**config.mk**
```make
export PLATFORM = sky130hd
export DESIGN_NAME = smvm_back
export DESIGN_NICKNAME = d
export VERILOG_FILES = /design/src/sv/smvm_pkg.sv /design/src/sv/smvm_back.sv
export SDC_FILE = /design/constraint.sdc
export NUM_CORES = 2
export LEC_CHECK = 0
export ABC_AREA = 1
export ABC_CLOCK_PERIOD_IN_PS = 4800
export BUFFER_PORTS_ARGS = -buffer_cell sky130_fd_sc_hd__buf_2
export CORE_ASPECT_RATIO = 0.5
export CORE_MARGIN = 2
export CORE_UTILIZATION = 55
export DETAILED_ROUTE_END_ITERATION = 10
export PLACE_DENSITY = 0.81
export SYNTH_ARGS = -nofsm -noshare
export SYNTH_HDL_FRONTEND = slang
export SYNTH_SLANG_ARGS = --single-unit
```
**constraint.sdc**
```tcl
create_clock -name clk_i -period 4.8 [get_ports clk_i]
set_input_delay 0.24 -clock clk_i [delete_from_list [all_inputs] [get_ports clk_i]]
set_output_delay 0.24 -clock clk_i [all_outputs]
set_load 0.03 [all_outputs]
```
**src/sv/smvm_pkg.sv**
```systemverilog
// Shared types and constants for the sparse row matrix-vector multiply unit.
`default_nettype none
package smvm_pkg;

  localparam int VEC_DEPTH_DEF = 1024;
  localparam int MID_DEPTH     = 4;
  localparam int OUT_DEPTH     = 4;
  localparam int CNT_W         = $clog2(OUT_DEPTH + 1);
  localparam int ACC_W         = 48;

  typedef enum logic {
    REQ_LOAD  = 1'b0,
    REQ_ENTRY = 1'b1
  } req_e;

  typedef struct packed {
    logic [31:0] value;
    logic [31:0] operand;
    logic        add_ok;
    logic        stop;
    logic        last;
  } smvm_entry_t;

  typedef struct packed {
    logic [15:0] row_index;
    logic [31:0] row_sum;
    logic        overflow;
  } smvm_result_t;

endpackage
`default_nettype wire

```
**src/sv/smvm_back.sv**
```systemverilog
// Back end: multiply, accumulate per row, close rows into results.
`default_nettype none
module smvm_back
  import smvm_pkg::*;
(
  input  wire logic               clk_i,
  input  wire logic               rst_ni,
  input  wire logic               entry_empty_i,
  input  wire smvm_entry_t        entry_i,
  output      logic               entry_pop_o,
  input  wire logic [CNT_W-1:0]   out_count_i,
  output      logic               res_push_o,
  output      smvm_result_t       res_o
);

  logic [CNT_W+1:0]        inflight;
  logic signed [63:0]      prod;

  logic                    b1_valid_q;
  logic [ACC_W-1:0]        b1_prod_q;
  logic                    b1_add_q;
  logic                    b1_stop_q;
  logic                    b1_last_q;

  logic [ACC_W-1:0]        acc_q, acc_d, acc_upd;
  logic                    stopped_q, stopped_d;
  logic [15:0]             row_q, row_d;
  logic                    res_valid_q, res_valid_d;
  logic [ACC_W-1:0]        res_acc_q;
  logic [15:0]             res_row_q;
  logic [ACC_W:0]          sum;
  logic [ACC_W-1:0]        sum_sat;
  logic                    close;

  assign inflight = (CNT_W + 2)'(out_count_i) + (CNT_W + 2)'(b1_valid_q && b1_last_q)
                  + (CNT_W + 2)'(res_valid_q);
  assign entry_pop_o = !entry_empty_i && (32'(inflight) < OUT_DEPTH);

  assign prod = $signed(entry_i.value) * $signed(entry_i.operand);

  always_ff @(posedge clk_i or negedge rst_ni) begin
    if (!rst_ni) begin
      b1_valid_q <= 1'b0;
    end else begin
      b1_valid_q <= entry_pop_o;
    end
  end

  always_ff @(posedge clk_i) begin
    if (entry_pop_o) begin
      b1_prod_q <= prod[63:16];
      b1_add_q  <= entry_i.add_ok;
      b1_stop_q <= entry_i.stop;
      b1_last_q <= entry_i.last;
    end
  end

  assign sum   = {acc_q[ACC_W-1], acc_q} + {b1_prod_q[ACC_W-1], b1_prod_q};
  assign close = b1_valid_q && b1_last_q;

  always_comb begin
    if (sum[ACC_W] != sum[ACC_W-1]) begin
      sum_sat = sum[ACC_W] ? {1'b1, {(ACC_W-1){1'b0}}} : {1'b0, {(ACC_W-1){1'b1}}};
    end else begin
      sum_sat = sum[ACC_W-1:0];
    end
    acc_upd = (b1_valid_q && b1_add_q && !b1_stop_q && !stopped_q) ? sum_sat : acc_q;

    acc_d       = acc_upd;
    stopped_d   = stopped_q || (b1_valid_q && b1_stop_q);
    row_d       = row_q;
    res_valid_d = 1'b0;
    if (close) begin
      acc_d       = '0;
      stopped_d   = 1'b0;
      row_d       = row_q + 16'd1;
      res_valid_d = 1'b1;
    end
  end

  always_ff @(posedge clk_i or negedge rst_ni) begin
    if (!rst_ni) begin
      acc_q       <= '0;
      stopped_q   <= 1'b0;
      row_q       <= '0;
      res_valid_q <= 1'b0;
    end else begin
      acc_q       <= acc_d;
      stopped_q   <= stopped_d;
      row_q       <= row_d;
      res_valid_q <= res_valid_d;
    end
  end

  always_ff @(posedge clk_i) begin
    if (close) begin
      res_acc_q <= acc_upd;
      res_row_q <= row_q;
    end
  end

  always_comb begin
    res_o.row_index = res_row_q;
    if (res_acc_q[ACC_W-1:31] != {(ACC_W-31){res_acc_q[ACC_W-1]}}) begin
      res_o.overflow = 1'b1;
      res_o.row_sum  = res_acc_q[ACC_W-1] ? 32'h8000_0000 : 32'h7FFF_FFFF;
    end else begin
      res_o.overflow = 1'b0;
      res_o.row_sum  = res_acc_q[31:0];
    end
  end

  assign res_push_o = res_valid_q;

endmodule
`default_nettype wire

```
==> qor.yml <==
cts_root_buf: "clkbuf_16"
fin_tns_setup_ns: -122.08
fin_ws_ns: -3.25
grt_max_degree: 72
finalCritPeriodShare_pct: 168
clk_path_buf_depth: 2
synth_top_area_share_pct: 44.8
final_cell_mix: "inv_1 (1651), nand2_1 (1499), fa_1 (1009)"
synth-edff-count: 115
reg2regPathDepth: 20
port_buffers: 123
routedWlPerCell_um: 25.0
grt_pass1_wl_mm: 255
drive_gt1_share_pct: 24.0
worst_pin_slew_ns: 0.980
critPathLaunch: "entry_i[4]"
grt_setup_unrepaired: "yes"
path_class: "input pin to register"
ios: 124
max_freq_mhz: 124
drv_slew: 0
ys_top_cells_by_area: "fa_1 (45%), inv_1 (14%), nand2_1 (13%)"
hold_viol: 3
critPathMaxStageDelay_ns: 0.80
synthFlopType: "edfxtp_1"
htree_levels: 4
post_dp_cell_area_um2: 55100
final_common_cell: "inv_1"
die_x_um: 423
syn_area_per_cell_um2: 7.98
synth_top_area_cell: "fa_1"
syn_to_final_growth_pct: 27.2
synthesis.nets: 7446
die_h_um: 214
wirelength_mm: 197
overflow: 0
antenna_found_initial: 12
cts.sinks: 182
relSlewSlack_pct: 34.5
hpwl_mm: 122
synthArstFlopShare_pct: 36.8
layout_min_cycle_time_ns: 8.05
insertion_delay_ns: 0.46
finalClockSkew_ns: 0.0193
end_kind: "register"
crit_path_start_kind: "input pin"
regToRegEndpoint: "res_acc_q[16]"
cp_slowest_cell: "fa_1"
drtAntennaViolNets: 0
cts_tree: "built"
hold_class: "input pin to async pin"
ys_warn_count: 0
ys_types: 40
outcome: "finished with violations"
coreArea_um2: 86600
fp.dieArea_um2: 90500
grt_usage_pct: 36.8
drc: 57
numCtsBuffers: 17
vias: 47300
required_ns: 5.00
worstPathArrival_ns: 8.24
reg2reg_from: "b1_prod_q[0]"
pre_cts_ws_ns: -2.52
setup_violations: 48
violations: "design-rule violations, negative hold slack, negative setup slack"
drtIter0Drc: 7126
grt_pass1_vias: 47100
netlist_area_um2: 48400
whs_ns: -0.00426
synth-seq-area-share_pct: 10.6
rows: 76
worstPathMaxFanout: 17
initial_core_util_pct: 55.8
finalNonFillerCells: 7888
gp_congestion: 1.00
finalInstanceArea_um2: 61600
fin_nets: 8081
rrSetupSlack_ns: 1.07
clk_pin_slew_ns: 0.08
first_pass_iters: 11
viasPerCell: 6.00
syn_inst: 6061
synth-seq-cells: 182
maxCapViolations: 0
post-place-cells: 7661
worst max-delay path by stage:
| stage | end | slack [ns] |
|---|---|---|
| floorplan | b1_prod_q[46] | -2.08 |
| global placement | b1_prod_q[45] | -2.39 |
| detailed placement | b1_prod_q[45] | -2.52 |
| CTS | b1_prod_q[47] | -1.66 |
| global route | b1_prod_q[33] | -3.10 |
| finish | b1_prod_q[45] | -3.25 |
what timing repair did:
action	4_1_cts	5_1_grt
setup endpoints to repair	48	48
gates resized for setup	722	312
gates cloned	13	6
hold endpoints to repair	3	0
hold buffers	3	0
setup buffers	112	82
pin swaps	352	220
flip-flops by register name (all words and copies together) (netlist names):
signal and cells:
acc_q 48, b1_add_q 1, b1_last_q 1, b1_prod_q 48, b1_stop_q 1, b1_valid_q 1, res_acc_q 48, res_push_o 1
res_row_q 16, row_q 16, stopped_q 1
cells by family (layout without fill, tap and decap cells):
| group | Yosys count | in the layout | share of synthesized area [%] |
|---|---|---|---|
| AO/OA/AOI/OAI | 293 | 293 | 3.33 |
| XOR/XNOR | 101 | 101 | 1.86 |
| adder cells (fa/ha/maj) | 1312 | 1312 | 50.7 |
| buffers and inverters | 2009 | 2657 | 15.7 |
| flip-flops | 182 | 182 | 10.6 |
| other | 0 | 9 | 0 |
| AND/OR/NAND/NOR | 2164 | 2164 | 17.8 |
Yosys cell counts (5+ instances only):
cell type	instances
a21o_1	5
a21oi_1	154
a21oi_2	5
a31oi_1	12
buf_6	8
clkbuf_1	211
dfrtp_1	67
edfxtp_1	115
fa_1	1082
ha_1	230
inv_1	1776
inv_2	10
nand2_1	1643
nand2_2	8
nand3_1	106
nand4_1	34
nor2_1	266
nor3_1	28
nor4_1	12
o21a_1	7
o21ai_0	79
o21bai_1	21
or2_2	54
xnor2_1	40
xor2_1	60
routing by layer:
layer / up-vias / global-route usage, % / part of all wire [%]
met1: 22200 / 45.4 / 31
met3: 1967 / 12.2 / 17
met4: 20 / 21.2 / 11
met5: - / 0 / 0.25
li1: 18500 / - / -
met2: 4686 / 57.3 / 41
critical path: cells and delay by family:
family / cells / cell delay, ns
AND/OR/NAND/NOR: 5 / 0.93
adder cells (fa/ha/maj): 9 / 4.14
XOR/XNOR: 1 / 0.17
buffers and inverters: 10 / 1.62
AO/OA/AOI/OAI: 4 / 1.11
per-stage QoR:
| step | hold WS, ns | util [%] |
|---|---|---|
| floorplan | -0.0556 | - |
| global placement | 0.423 | 63.6 |
| detailed placement | 0.419 | 63.6 |
| CTS | 0.0256 | 68.8 |
| global route | 0.0683 | 71.0 |
| finish | -0.00426 | 71.1 |
layout make-up:
cell class                 instances  area [um^2]
sequential                       182         5130
timing repair buffer             838         8340
tap                             1170         1460
clock inverter                    15          194
fill                            5300        25100
inverter                        1787         6730
antenna                            9         22.5
multi-input combinational       3870        39300
clock buffer                      17          425
Power is left out: the tool's default activity adds up to more than one toggle a clock period on the data nets, which glitch-free logic cannot reach.
