### config.mk
export PLATFORM = sky130hd
export DESIGN_NAME = smvm_fifo
export DESIGN_NICKNAME = d
export VERILOG_FILES = /design/src/sv/smvm_fifo.sv
export SDC_FILE = /design/constraint.sdc
export NUM_CORES = 1
export LEC_CHECK = 0
export BUFFER_PORTS_ARGS = -buffer_cell sky130_fd_sc_hd__buf_2
export CORE_UTILIZATION = 30
export CTS_BUF_LIST = sky130_fd_sc_hd__clkbuf_16
export DETAILED_ROUTE_END_ITERATION = 8
export HOLD_SLACK_MARGIN = 0.05
export PLACE_DENSITY = 0.54
export SLEW_MARGIN = 10
export SYNTH_ARGS = -nofsm -noshare
export SYNTH_HDL_FRONTEND = slang
export SYNTH_SLANG_ARGS = --single-unit
### constraint.sdc
create_clock -name clk_i -period 1.6 [get_ports clk_i]
set_input_delay 0.08 -clock clk_i [delete_from_list [all_inputs] [get_ports clk_i]]
set_output_delay 0.08 -clock clk_i [all_outputs]
set_load 0.01 [all_outputs]
### src/sv/smvm_fifo.sv
// Small register queue with occupancy count.
`default_nettype none
module smvm_fifo #(
  parameter int WIDTH = 8,
  parameter int DEPTH = 4
) (
  input  wire logic                         clk_i,
  input  wire logic                         rst_ni,
  input  wire logic                         push_i,
  input  wire logic [WIDTH-1:0]             data_i,
  input  wire logic                         pop_i,
  output      logic [WIDTH-1:0]             data_o,
  output      logic                         empty_o,
  output      logic [$clog2(DEPTH+1)-1:0]   count_o
);

  localparam int PW = (DEPTH > 1) ? $clog2(DEPTH) : 1;
  localparam int CW = $clog2(DEPTH + 1);

  logic [WIDTH-1:0] mem_q [DEPTH];
  logic [PW-1:0]    wr_q, wr_d, rd_q, rd_d;
  logic [CW-1:0]    cnt_q, cnt_d;

  always_comb begin
    wr_d  = wr_q;
    rd_d  = rd_q;
    cnt_d = cnt_q;
    if (push_i) begin
      wr_d = (wr_q == PW'(DEPTH - 1)) ? '0 : wr_q + PW'(1);
    end
    if (pop_i) begin
      rd_d = (rd_q == PW'(DEPTH - 1)) ? '0 : rd_q + PW'(1);
    end
    if (push_i && !pop_i) begin
      cnt_d = cnt_q + CW'(1);
    end else if (pop_i && !push_i) begin
      cnt_d = cnt_q - CW'(1);
    end
  end

  always_ff @(posedge clk_i or negedge rst_ni) begin
    if (!rst_ni) begin
      wr_q  <= '0;
      rd_q  <= '0;
      cnt_q <= '0;
    end else begin
      wr_q  <= wr_d;
      rd_q  <= rd_d;
      cnt_q <= cnt_d;
    end
  end

  always_ff @(posedge clk_i) begin
    if (push_i) begin
      mem_q[wr_q] <= data_i;
    end
  end

  assign data_o  = mem_q[rd_q];
  assign empty_o = (cnt_q == '0);
  assign count_o = cnt_q;

endmodule
`default_nettype wire

==> flow_metrics.env, run 1 <==
export IMPL_relSlewSlack=0.698
export IMPL_cp_arrival_ns=1.51
export IMPL_final_period_utilization=0.993
export IMPL_max_stage_delay_ns=0.53
export IMPL_nFillCells=467
export IMPL_cts_sinks=39
export IMPL_min_path_cells=2
export IMPL_synth_compound_area_frac=0.00641
export IMPL_cts_tree="done"
export IMPL_irDropWorstVdd_mv=0.592
export IMPL_required_ns=1.52
export IMPL_fmax_mhz=629
export IMPL_drive_above_1_share=0.382
export IMPL_cpMostUsedCell="buf_6"
export IMPL_ys_types=17
export IMPL_whs_endpoint="rd_q[0]$_DFFE_PN0P_"
export IMPL_antenna_found_initial=0
export IMPL_yosys_area_share_simple=0.0296
export IMPL_regToRegStartpoint="count_o[0]$_DFFE_PN0P_"
export IMPL_synth_async_reset_ratio=0.179
export IMPL_final_cells=190
export IMPL_htreeDepth=2
export IMPL_drcViolationCount=0
export IMPL_wl_um=2730
export IMPL_core_rowCount=25
export IMPL_synth_avg_cell_area_um2=20.0
export IMPL_synth_largest_area_cell="edfxtp_1"
export IMPL_routedWlPerCell_um=14.4
export IMPL_max_cap_violations=0
export IMPL_hold_viol=0
export IMPL_cts_root_buf="clkbuf_16"
export IMPL_core_area_um2=4880
export IMPL_finalSetupViolCount=0
export IMPL_cts_buffer_depth=2
export IMPL_yosysMostFrequentCell="edfxtp_1"
export IMPL_clock_latency_ns=0.28
export IMPL_grt_ovfl_total=0
export IMPL_routabilityCongestion=0.712
export IMPL_nets=141
export IMPL_r2r_cells=4
export IMPL_via_count=820
export IMPL_start_kind="flip-flop"
export IMPL_p_leak_nw=0.800
export IMPL_ys_flop_type="edfxtp_1"
export IMPL_status="finished, final reports clean"
export IMPL_worst_pin_slew_ns=0.453
export IMPL_yosysTopAreaCellShare=0.615
export IMPL_reg2reg_to="count_o[2]$_DFFE_PN0P_"
export IMPL_synth_fa_ha_area_frac=0.0608
export IMPL_fin_total_pwr_mw=3.60
export IMPL_syn_to_final_growth_pct=32.1
export IMPL_pwr_share_clk=0.256
export IMPL_synthTopCellsByArea="edfxtp_1 61%, mux4_2 12%, dfrtp_1 11%, ha_1 4.8%, mux2_2 2.2%"
export IMPL_path_delay_family="multiplexers"
export IMPL_r2r_slack_ns=0.20
export IMPL_hp_start="pop_i"
export IMPL_die_area_um2=5500
export IMPL_insertedDiodeCount=0
export IMPL_fp_dieH_um=74.2
export IMPL_path_buf_inv=2
export IMPL_crit_chain="buf_6 > mux4_2 > buf_6"
export IMPL_drtIter0Drc=52
export IMPL_cp_end_kind="primary output"
export IMPL_synth_area_um2=1560
export IMPL_hp_class="input port to flip-flop"
export IMPL_internal_power_mw=2.57
export IMPL_synth_top_family_by_area="multiplexers"
export IMPL_ys_seq_area_frac=0.727
export IMPL_combPwrFrac=0.328
export IMPL_rsz0062_at_grt="true"
export IMPL_synth_xor_xnor_area_share=0.0168
export IMPL_synth_top_cells_by_count="32 x edfxtp_1, 8 x mux4_2, 7 x dfrtp_1, 6 x ha_1, 5 x inv_1"
export IMPL_grt_pass1_wl_um=4190
export IMPL_grt_usage=0.111
export IMPL_grt_max_degree=12
export IMPL_grt_pass1_vias=839
export IMPL_synth_edf_count=32
export IMPL_syn_inst=78
export IMPL_pwr_share_seq=0.416
export IMPL_swShare=0.286
export IMPL_critPathKind="flip-flop to primary output"
export IMPL_dp_cells=171
export IMPL_maxSlewViolCount=0
export IMPL_die_w_um=74.2
export IMPL_cp_max_fo=5
export IMPL_yosysWarnings=0
export IMPL_path_clk_slew_ns=0.05
export IMPL_io_buffers=23
export IMPL_ios=24
export IMPL_drtAntennaViolNets=0
export IMPL_power_density_nw_per_um2=1750
export IMPL_drt_first_pass_iters=4
export IMPL_switchingPower_mw=1.03
export IMPL_synth_mux_area_frac=0.137
export IMPL_cts_buffers=5
export IMPL_start_util=0.320
export IMPL_routed_via_density=4.32
export IMPL_timing_final_crit_period_ns=1.59
export IMPL_final_util=0.423
export IMPL_ys_seq_elements=39
export IMPL_slowest_stage="mux4_2"
export IMPL_finClkSkew_ns=0.00441
export IMPL_syn_nets=97
export IMPL_dp_hpwl_um=1790
[power by group through the flow]
stage | Clock (mW) | Sequential, mW | Combinational, mW
2_1_floorplan | 0 | 1.46 | 0.680
3_3_place_gp | 0 | 1.51 | 0.997
3_5_place_dp | 0 | 1.52 | 1.01
4_1_cts | 0.948 | 1.50 | 1.09
5_1_grt | 0.986 | 1.53 | 1.30
6_report | 0.922 | 1.50 | 1.18
[registers in the layout, indices dropped and copies added, names as in the netlist]
register / flops
rd_q: 2
mem_q: 32
count_o: 3
wr_q: 2
[cell families (layout without fill, tap and decap cells)]
logic type	Yosys count	in the layout
and+or+nand+nor	9	9
buffers and inverters	7	52
muxes	11	11
AOI/OAI and AO/OA	2	2
xor gates and xnor gates	3	3
adders and majority gates	7	7
DFF	39	39
[worst max path at each step]
stage                                start                     end  depth (start not counted)
floorplan           count_o[0]$_DFFE_PN0P_  count_o[2]$_DFFE_PN0P_                          4
global placement       rd_q[0]$_DFFE_PN0P_               data_o[1]                          3
detailed placement                  push_i  count_o[2]$_DFFE_PN0P_                          7
CTS                    rd_q[0]$_DFFE_PN0P_               data_o[6]                          3
global route           rd_q[0]$_DFFE_PN0P_               data_o[1]                          3
finish                 rd_q[0]$_DFFE_PN0P_               data_o[1]                          3
[timing repair]
| item | CTS | global route |
|---|---|---|
| hold buffers | 9 | 0 |
| setup buffers | 1 | 1 |
| gates resized for setup | 2 | 5 |
| pin swaps | 0 | 0 |
| hold endpoints to repair | 39 | 0 |
| setup endpoints to repair | 7 | 8 |
[layout by cell type, fill, tap and decap left out, types with 2 or more instances in the layout]
| cell | count |
|---|---|
| nor2_1 | 2 |
| edfxtp_1 | 32 |
| buf_6 | 7 |
| o21ai_0 | 2 |
| ha_1 | 6 |
| mux2_2 | 3 |
| xor2_1 | 2 |
| clkbuf_16 | 5 |
| buf_2 | 18 |
| inv_1 | 7 |
| and2_1 | 4 |
| buf_4 | 5 |
| mux4_2 | 8 |
| dlygate4sd3_1 | 9 |
| dfrtp_1 | 7 |
[stage by stage]
stage	worst slack [ns]	setup TNS [ns]	area (um2)	hold WS [ns]
floorplan	0.262	0	1560	-0.216
global placement	0.270	0	1780	-0.0818
detailed placement	0.221	0	1780	-0.0723
CTS	-0.00826	-0.0164	2030	0.0783
global route	-0.0456	-0.210	2060	0.0820
finish	0.0114	0	2060	0.0847
[metal layers]
metal,global-route usage,part of all wire,vias up
met1,0.140,0.47,408
met2,0.169,0.46,24
met4,0.0641,0.023,0
met3,0.0325,0.043,5
met5,0,0,-
li1,-,-,383
[cell type report]
class / count / area (um2) / area share
clock buffers: 5 / 125 / 0.0606
clock inverters: 3 / 12.5 / 0.00606
well taps: 67 / 83.8 / 0.0406
inverters: 5 / 18.8 / 0.00909
multi-input cells: 32 / 392 / 0.190
flip-flops and latches: 39 / 1140 / 0.550
repair buffers: 39 / 297 / 0.144
Note: power is estimated with default switching activity, not from simulation.
==> run 2: changes to the inputs <==
--- a/config.mk
+++ b/config.mk
@@ -5,12 +5,16 @@
 export SDC_FILE = /design/constraint.sdc
 export NUM_CORES = 1
 export LEC_CHECK = 0
+export ABC_AREA = 1
 export BUFFER_PORTS_ARGS = -buffer_cell sky130_fd_sc_hd__buf_2
+export CELL_PAD_IN_SITES_DETAIL_PLACEMENT = 0
+export CELL_PAD_IN_SITES_GLOBAL_PLACEMENT = 2
 export CORE_UTILIZATION = 30
 export CTS_BUF_LIST = sky130_fd_sc_hd__clkbuf_16
+export CTS_CLUSTER_DIAMETER = 120
 export DETAILED_ROUTE_END_ITERATION = 8
 export HOLD_SLACK_MARGIN = 0.05
-export PLACE_DENSITY = 0.54
+export PLACE_DENSITY = 0.71
 export SLEW_MARGIN = 10
 export SYNTH_ARGS = -nofsm -noshare
 export SYNTH_HDL_FRONTEND = slang
==> run 2 against run 1 <==
Effect of this change:
- non-clock buffer count fell by 4
- clock power is 34% higher
- final cell count rose by 34%
==> flow_metrics.env, run 2 <==
export IMPL_cts_root_buf="clkbuf_16"
export IMPL_start_kind="input port"
export IMPL_dp_slack_ns=0.242
export IMPL_fp_dieH_um=77.2
export IMPL_regToRegStartpoint="wr_q[1]$_DFFE_PN0P_"
export IMPL_hold_viol=0
export IMPL_start_util=0.310
export IMPL_cp_max_fo=5
export IMPL_cts_buffers=5
export IMPL_hp_class="input port to flip-flop"
export IMPL_nets=200
export IMPL_drtAntennaViolNets=0
export IMPL_p_leak_nw=0.974
export IMPL_finClkSkew_ns=0.00434
export IMPL_ff_latch_area_um2=1140
export IMPL_syn_inst=143
export IMPL_whs_endpoint="wr_q[0]$_DFFE_PN0P_"
export IMPL_cts_tree="done"
export IMPL_timing_final_crit_period_ns=1.47
export IMPL_synth_top_cells_by_count="38 x nand2_1, 32 x edfxtp_1, 27 x inv_1, 16 x o211ai_1, 7 x dfrtp_1"
export IMPL_core_rowCount=27
export IMPL_ys_types=17
export IMPL_power_density_nw_per_um2=1770
export IMPL_mostFrequentLayoutCell="nand2_1"
export IMPL_final_cell_mix="38 x nand2_1, 32 x edfxtp_1, 28 x inv_1"
export IMPL_die_w_um=77.2
export IMPL_fmax_mhz=678
export IMPL_synthTopCellsByArea="edfxtp_1 57%, dfrtp_1 10%, nand2_1 8.4%, o211ai_1 7.1%, inv_1 6.0%"
export IMPL_finalSetupViolCount=0
export IMPL_max_cap_violations=0
export IMPL_synth_area_um2=1700
export IMPL_dp_hpwl_um=2170
export IMPL_cp_end_kind="flip-flop"
export IMPL_cp_arrival_ns=1.65
export IMPL_path_clk_slew_ns=0.06
export IMPL_cts_sinks=39
export IMPL_drt_first_pass_iters=4
export IMPL_reg2reg_to="mem_q[1][0]$_DFFE_PP_"
export IMPL_min_path_cells=2
export IMPL_nFillCells=545
export IMPL_final_period_utilization=0.921
export IMPL_syn_nets=162
export IMPL_r2r_slack_ns=0.27
export IMPL_drtIter0Drc=67
export IMPL_ios=24
export IMPL_ys_flop_type="edfxtp_1"
export IMPL_ys_seq_elements=39
export IMPL_grt_pass1_wl_um=4850
export IMPL_r2r_cells=4
export IMPL_routedWlPerCell_um=11.6
export IMPL_drcViolationCount=0
export IMPL_multiInputGateArea_um2=414
export IMPL_clock_latency_ns=0.28
export IMPL_stdcell_area_um2=2180
export IMPL_drive_above_1_share=0.192
export IMPL_ys_seq_area_frac=0.669
export IMPL_wl_um=2950
export IMPL_dpl_cell_area_um2=1890
export IMPL_fin_total_pwr_mw=3.87
export IMPL_syn_to_final_growth_pct=28.6
export IMPL_synth_async_reset_ratio=0.179
export IMPL_fin_setup_tns_ns=0
export IMPL_final_util=0.399
export IMPL_yosysMostFrequentCell="nand2_1"
export IMPL_largest_reg_flops=32
export IMPL_htreeDepth=2
export IMPL_routed_via_density=4.37
export IMPL_cts_buffer_depth=2
export IMPL_fin_ws_ns=0.126
export IMPL_worst_pin_slew_ns=0.393
export IMPL_grt_ovfl_total=0
export IMPL_top_register="mem_q"
export IMPL_critPathKind="input port to flip-flop"
export IMPL_die_area_um2=5960
export IMPL_synth_largest_area_cell="edfxtp_1"
export IMPL_hp_start="push_i"
export IMPL_yosysTopAreaCellShare=0.566
export IMPL_irDropWorstVdd_mv=0.634
export IMPL_relSlewSlack=0.738
export IMPL_insertedDiodeCount=0
export IMPL_synth_edf_count=32
export IMPL_synth_avg_cell_area_um2=11.9
export IMPL_via_count=1110
export IMPL_status="finished, final reports clean"
export IMPL_antenna_found_initial=0
export IMPL_yosysWarnings=0
export IMPL_routabilityCongestion=0.673
export IMPL_grt_pass1_vias=1035
export IMPL_grt_usage=0.111
export IMPL_grt_max_degree=18
export IMPL_rsz0062_at_grt="false"
export IMPL_required_ns=1.77
export IMPL_core_area_um2=5470
export IMPL_io_buffers=23
export IMPL_maxSlewViolCount=0
-- run 2: cell types whose count changed after synthesis, sizes merged, moves of 2 or more --
cell	delta
nand2	+37
inv	+24
o211ai	+16
mux4	-8
and2	-4
mux2	-3
buf	+2
o21ai	+2
xor2	-2
-- run 2: per-stage QoR --
| step | std cells | hold WS, ns |
|---|---|---|
| floorplan | 143 | -0.216 |
| global placement | 236 | -0.0743 |
| detailed placement | 236 | -0.0732 |
| CTS | 254 | 0.0971 |
| global route | 254 | 0.119 |
| finish | 254 | 0.111 |
-- run 2: worst max-delay path by stage --
stage | start | to
finish | pop_i | count_o[2]$_DFFE_PN0P_
CTS | rd_q[0]$_DFFE_PN0P_ | data_o[6]
global route | pop_i | count_o[2]$_DFFE_PN0P_
detailed placement | wr_q[1]$_DFFE_PN0P_ | mem_q[1][4]$_DFFE_PP_
global placement | wr_q[1]$_DFFE_PN0P_ | mem_q[1][6]$_DFFE_PP_
floorplan | count_o[0]$_DFFE_PN0P_ | count_o[2]$_DFFE_PN0P_
-- run 2: kinds of logic (layout without fill, tap and decap cells) --
group	after synthesis	count (layout)	synth area share
AOI/OAI and AO/OA	21	21	0.0855
xor gates and xnor gates	1	1	0.00516
adders and majority gates	7	7	0.0560
buffers and inverters	33	72	0.0884
DFF	39	39	0.669
and+or+nand+nor	42	42	0.0958
-- run 2: metal layers --
metal / vias to the layer above / global-route usage / wire length [um]
met2: 15 / 0.188 / 1470
met4: 0 / 0.0566 / 62
met5: - / 0 / 0
li1: 553 / - / -
met3: 7 / 0.0440 / 128
met1: 535 / 0.120 / 1290
-- run 2: area by class of cell --
cell class / count / area share
clock buffers: 5 / 0.0573
clock inverters: 3 / 0.0292
inverters: 29 / 0.0510
multi-input cells: 71 / 0.190
flip-flops and latches: 39 / 0.520
well taps: 72 / 0.0413
repair buffers: 35 / 0.111
-- run 2: what timing repair did --
| action | in CTS | in global routing |
|---|---|---|
| endpoints found under the setup margin | 0 | 5 |
| resized for setup | 0 | 3 |
| hold buffers | 10 | 0 |
| endpoints found under the hold margin | 40 | 0 |
| setup buffers | 0 | 0 |
-- run 2: where the power goes --
group	internal (mW)	switching, mW
combinational	0.460	0.668
sequential	1.35	0.148
clock	0.886	0.354
-- run 2: worst max-delay path, stage by stage --
cell,delay [ns]
dlygate4sd3_1,0.54
buf_2,0.15
inv_1,0.06
ha_1,0.15
inv_1,0.06
fa_2,0.34
nand2_1,0.09
nand3_1,0.08
nand2_1,0.06
nand2_1,0.04
==> run 3: changes to the inputs <==
--- a/config.mk
+++ b/config.mk
@@ -9,12 +9,13 @@
 export BUFFER_PORTS_ARGS = -buffer_cell sky130_fd_sc_hd__buf_2
 export CELL_PAD_IN_SITES_DETAIL_PLACEMENT = 0
 export CELL_PAD_IN_SITES_GLOBAL_PLACEMENT = 2
-export CORE_UTILIZATION = 30
+export CORE_UTILIZATION = 35
 export CTS_BUF_LIST = sky130_fd_sc_hd__clkbuf_16
 export CTS_CLUSTER_DIAMETER = 120
 export DETAILED_ROUTE_END_ITERATION = 8
+export GPL_ROUTABILITY_DRIVEN = 1
 export HOLD_SLACK_MARGIN = 0.05
-export PLACE_DENSITY = 0.71
+export PLACE_DENSITY = 0.8
 export SLEW_MARGIN = 10
 export SYNTH_ARGS = -nofsm -noshare
 export SYNTH_HDL_FRONTEND = slang
==> constraint.sdc (replaced) <==
create_clock -name clk_i -period 1.84 [get_ports clk_i]
set_input_delay 0.092 -clock clk_i [delete_from_list [all_inputs] [get_ports clk_i]]
set_output_delay 0.092 -clock clk_i [all_outputs]
set_load 0.01 [all_outputs]
==> run 3 against run 2 <==
Effect of this change:
- sequential power shrank 13%
- combinational power shrank 20%
- final cell count shrank 9.1%
- first-iteration DRC count shrank 28%
- final area shrank 5.3%
- routed wire length shrank 6.3%
- global-route usage grew 1.3 points
- power shrank 22%
- core utilization grew 6.0 points
- critical endpoint is now data_o[6]
- largest power group unchanged
- highest routed layer unchanged
==> flow_metrics.env, run 3 (synthesized netlist as in run 2, its figures left out) <==
export IMPL_status="finished, final reports clean"
export IMPL_final_cells=231
export IMPL_cts_root_buf="clkbuf_16"
export IMPL_multiInputGateArea_um2=412
export IMPL_irDropWorstVdd_mv=0.715
export IMPL_relSlewSlack=0.679
export IMPL_max_cap_violations=0
export IMPL_dp_cells=214
export IMPL_drtAntennaViolNets=0
export IMPL_routedWlPerCell_um=12.0
export IMPL_power_density_nw_per_um2=1460
export IMPL_finalSetupViolCount=0
export IMPL_fin_setup_tns_ns=0
export IMPL_final_util=0.459
export IMPL_rsz0062_at_grt="false"
export IMPL_critPathKind="flip-flop to primary output"
export IMPL_cp_max_fo=33
export IMPL_grt_pass1_wl_um=4560
export IMPL_grt_usage=0.124
export IMPL_io_buffers=23
export IMPL_slowest_stage="dfrtp_1"
export IMPL_final_period_utilization=0.857
export IMPL_cts_buffers=5
export IMPL_drt_first_pass_iters=4
export IMPL_maxSlewViolCount=0
export IMPL_wl_um=2760
export IMPL_nets=197
export IMPL_dp_hpwl_um=1910
export IMPL_crit_chain="inv_2 > nand2_1 > o211ai_1 > nand2_1 > buf_2"
export IMPL_ff_latch_area_um2=1140
export IMPL_stdcell_area_um2=2070
export IMPL_p_leak_nw=0.934
export IMPL_mostFrequentLayoutCell="nand2_1"
export IMPL_fmax_mhz=634
export IMPL_htreeDepth=2
export IMPL_cpMostUsedCell="nand2_1"
export IMPL_die_area_um2=5130
export IMPL_start_kind="flip-flop"
export IMPL_fp_dieH_um=71.7
export IMPL_max_stage_delay_ns=0.40
export IMPL_drcViolationCount=0
export IMPL_required_ns=1.75
export IMPL_antenna_found_initial=0
export IMPL_start_util=0.377
export IMPL_core_rowCount=24
export IMPL_ios=24
export IMPL_grt_max_degree=34
export IMPL_cts_buffer_depth=2
export IMPL_cp_arrival_ns=1.49
export IMPL_top_register="mem_q"
export IMPL_finClkSkew_ns=0.00151
export IMPL_grt_pass1_vias=996
export IMPL_cts_repair_resized=0
export IMPL_final_cell_mix="38 x nand2_1, 32 x edfxtp_1, 27 x inv_1"
export IMPL_grt_ovfl_total=0
export IMPL_hold_viol=0
export IMPL_worst_pin_slew_ns=0.482
export IMPL_drtIter0Drc=48
export IMPL_dpl_cell_area_um2=1840
export IMPL_hp_class="input port to flip-flop"
export IMPL_drive_above_1_share=0.184
export IMPL_nFillCells=412
export IMPL_cts_sinks=39
export IMPL_syn_to_final_growth_pct=21.7
export IMPL_cp_end_kind="primary output"
export IMPL_cts_tree="done"
export IMPL_routabilityCongestion=0.726
export IMPL_insertedDiodeCount=0
export IMPL_via_count=1046
export IMPL_core_area_um2=4500
export IMPL_clock_latency_ns=0.28
export IMPL_routed_via_density=4.53
export IMPL_largest_reg_flops=32
export IMPL_timing_final_crit_period_ns=1.58
export IMPL_path_clk_slew_ns=0.05
export IMPL_die_w_um=71.7
## run 3: changes by cell type in the layout (fill, tap and decap cells not counted)
cell,delta
inv_4,-1
clkinv_2,+3
bufinv_16,-2
dlygate4sd3_1,-1
fa_2,-1
inv_2,+1
fa_1,+1
inv_1,-1
buf_12,-1
buf_4,-1
## run 3: metal layers
layer	track usage	vias up	routed length, um
met3	0.0549	5	126
met5	0	-	0
met4	0.0523	0	53
met2	0.206	18	1390
li1	-	546	-
met1	0.140	477	1190
## run 3: worst paths after layout
check / startpoint / to / slack (ns) / depth (start not counted)
max: rd_q[0]$_DFFE_PN0P_ / data_o[6] / 0.26 / 5
min: pop_i / rd_q[0]$_DFFE_PN0P_ / 0.06 / 2
max reg2reg: wr_q[0]$_DFFE_PN0P_ / mem_q[0][2]$_DFFE_PP_ / 0.53 / 4
min reg2reg: wr_q[0]$_DFFE_PN0P_ / wr_q[0]$_DFFE_PN0P_ / 0.52 / 1
max in group asynchronous: rst_ni / wr_q[0]$_DFFE_PN0P_ / 1.51 / 2
min in group asynchronous: rst_ni / rd_q[0]$_DFFE_PN0P_ / 0.17 / 2
## run 3: final cells by class
type / instances / share of cell area
repair buffers: 32 / 0.0993
multi-input cells: 71 / 0.199
inverters: 29 / 0.0527
clock buffers: 5 / 0.0605
clock inverters: 3 / 0.00726
well taps: 52 / 0.0315
flip-flops and latches: 39 / 0.550
## run 3: stage by stage
| step | total power [mW] | setup slack [ns] | hold WS (ns) |
|---|---|---|---|
| 6_report | 3.02 | 0.262 | 0.0580 |
| 5_1_grt | 3.23 | 0.0962 | 0.0666 |
| 4_1_cts | 3.05 | 0.251 | 0.0682 |
| 3_5_place_dp | 2.23 | 0.532 | -0.0612 |
| 3_3_place_gp | 2.20 | 0.577 | -0.0669 |
| 2_1_floorplan | 1.96 | 0.595 | -0.204 |
## run 3: what timing repair did
action,CTS,global route
hold buffers,9,0
buffers inserted,0,0
endpoints found under the hold margin,39,0
## run 3: worst max-delay path: cells and delay by family (launching register included)
| kind | cells | cell delay, ns |
|---|---|---|
| and+or+nand+nor | 2 | 0.18 |
| AOI/OAI and AO/OA | 1 | 0.11 |
| buffers and inverters | 2 | 0.51 |
| DFF | 1 | 0.40 |
## run 3: report_power, final
| group | leakage [nW] | switching (mW) | internal [mW] |
|---|---|---|---|
| registers | 0.378 | 0.133 | 1.17 |
| logic | 0.482 | 0.551 | 0.350 |
| clock network | 0.0733 | 0.314 | 0.493 |
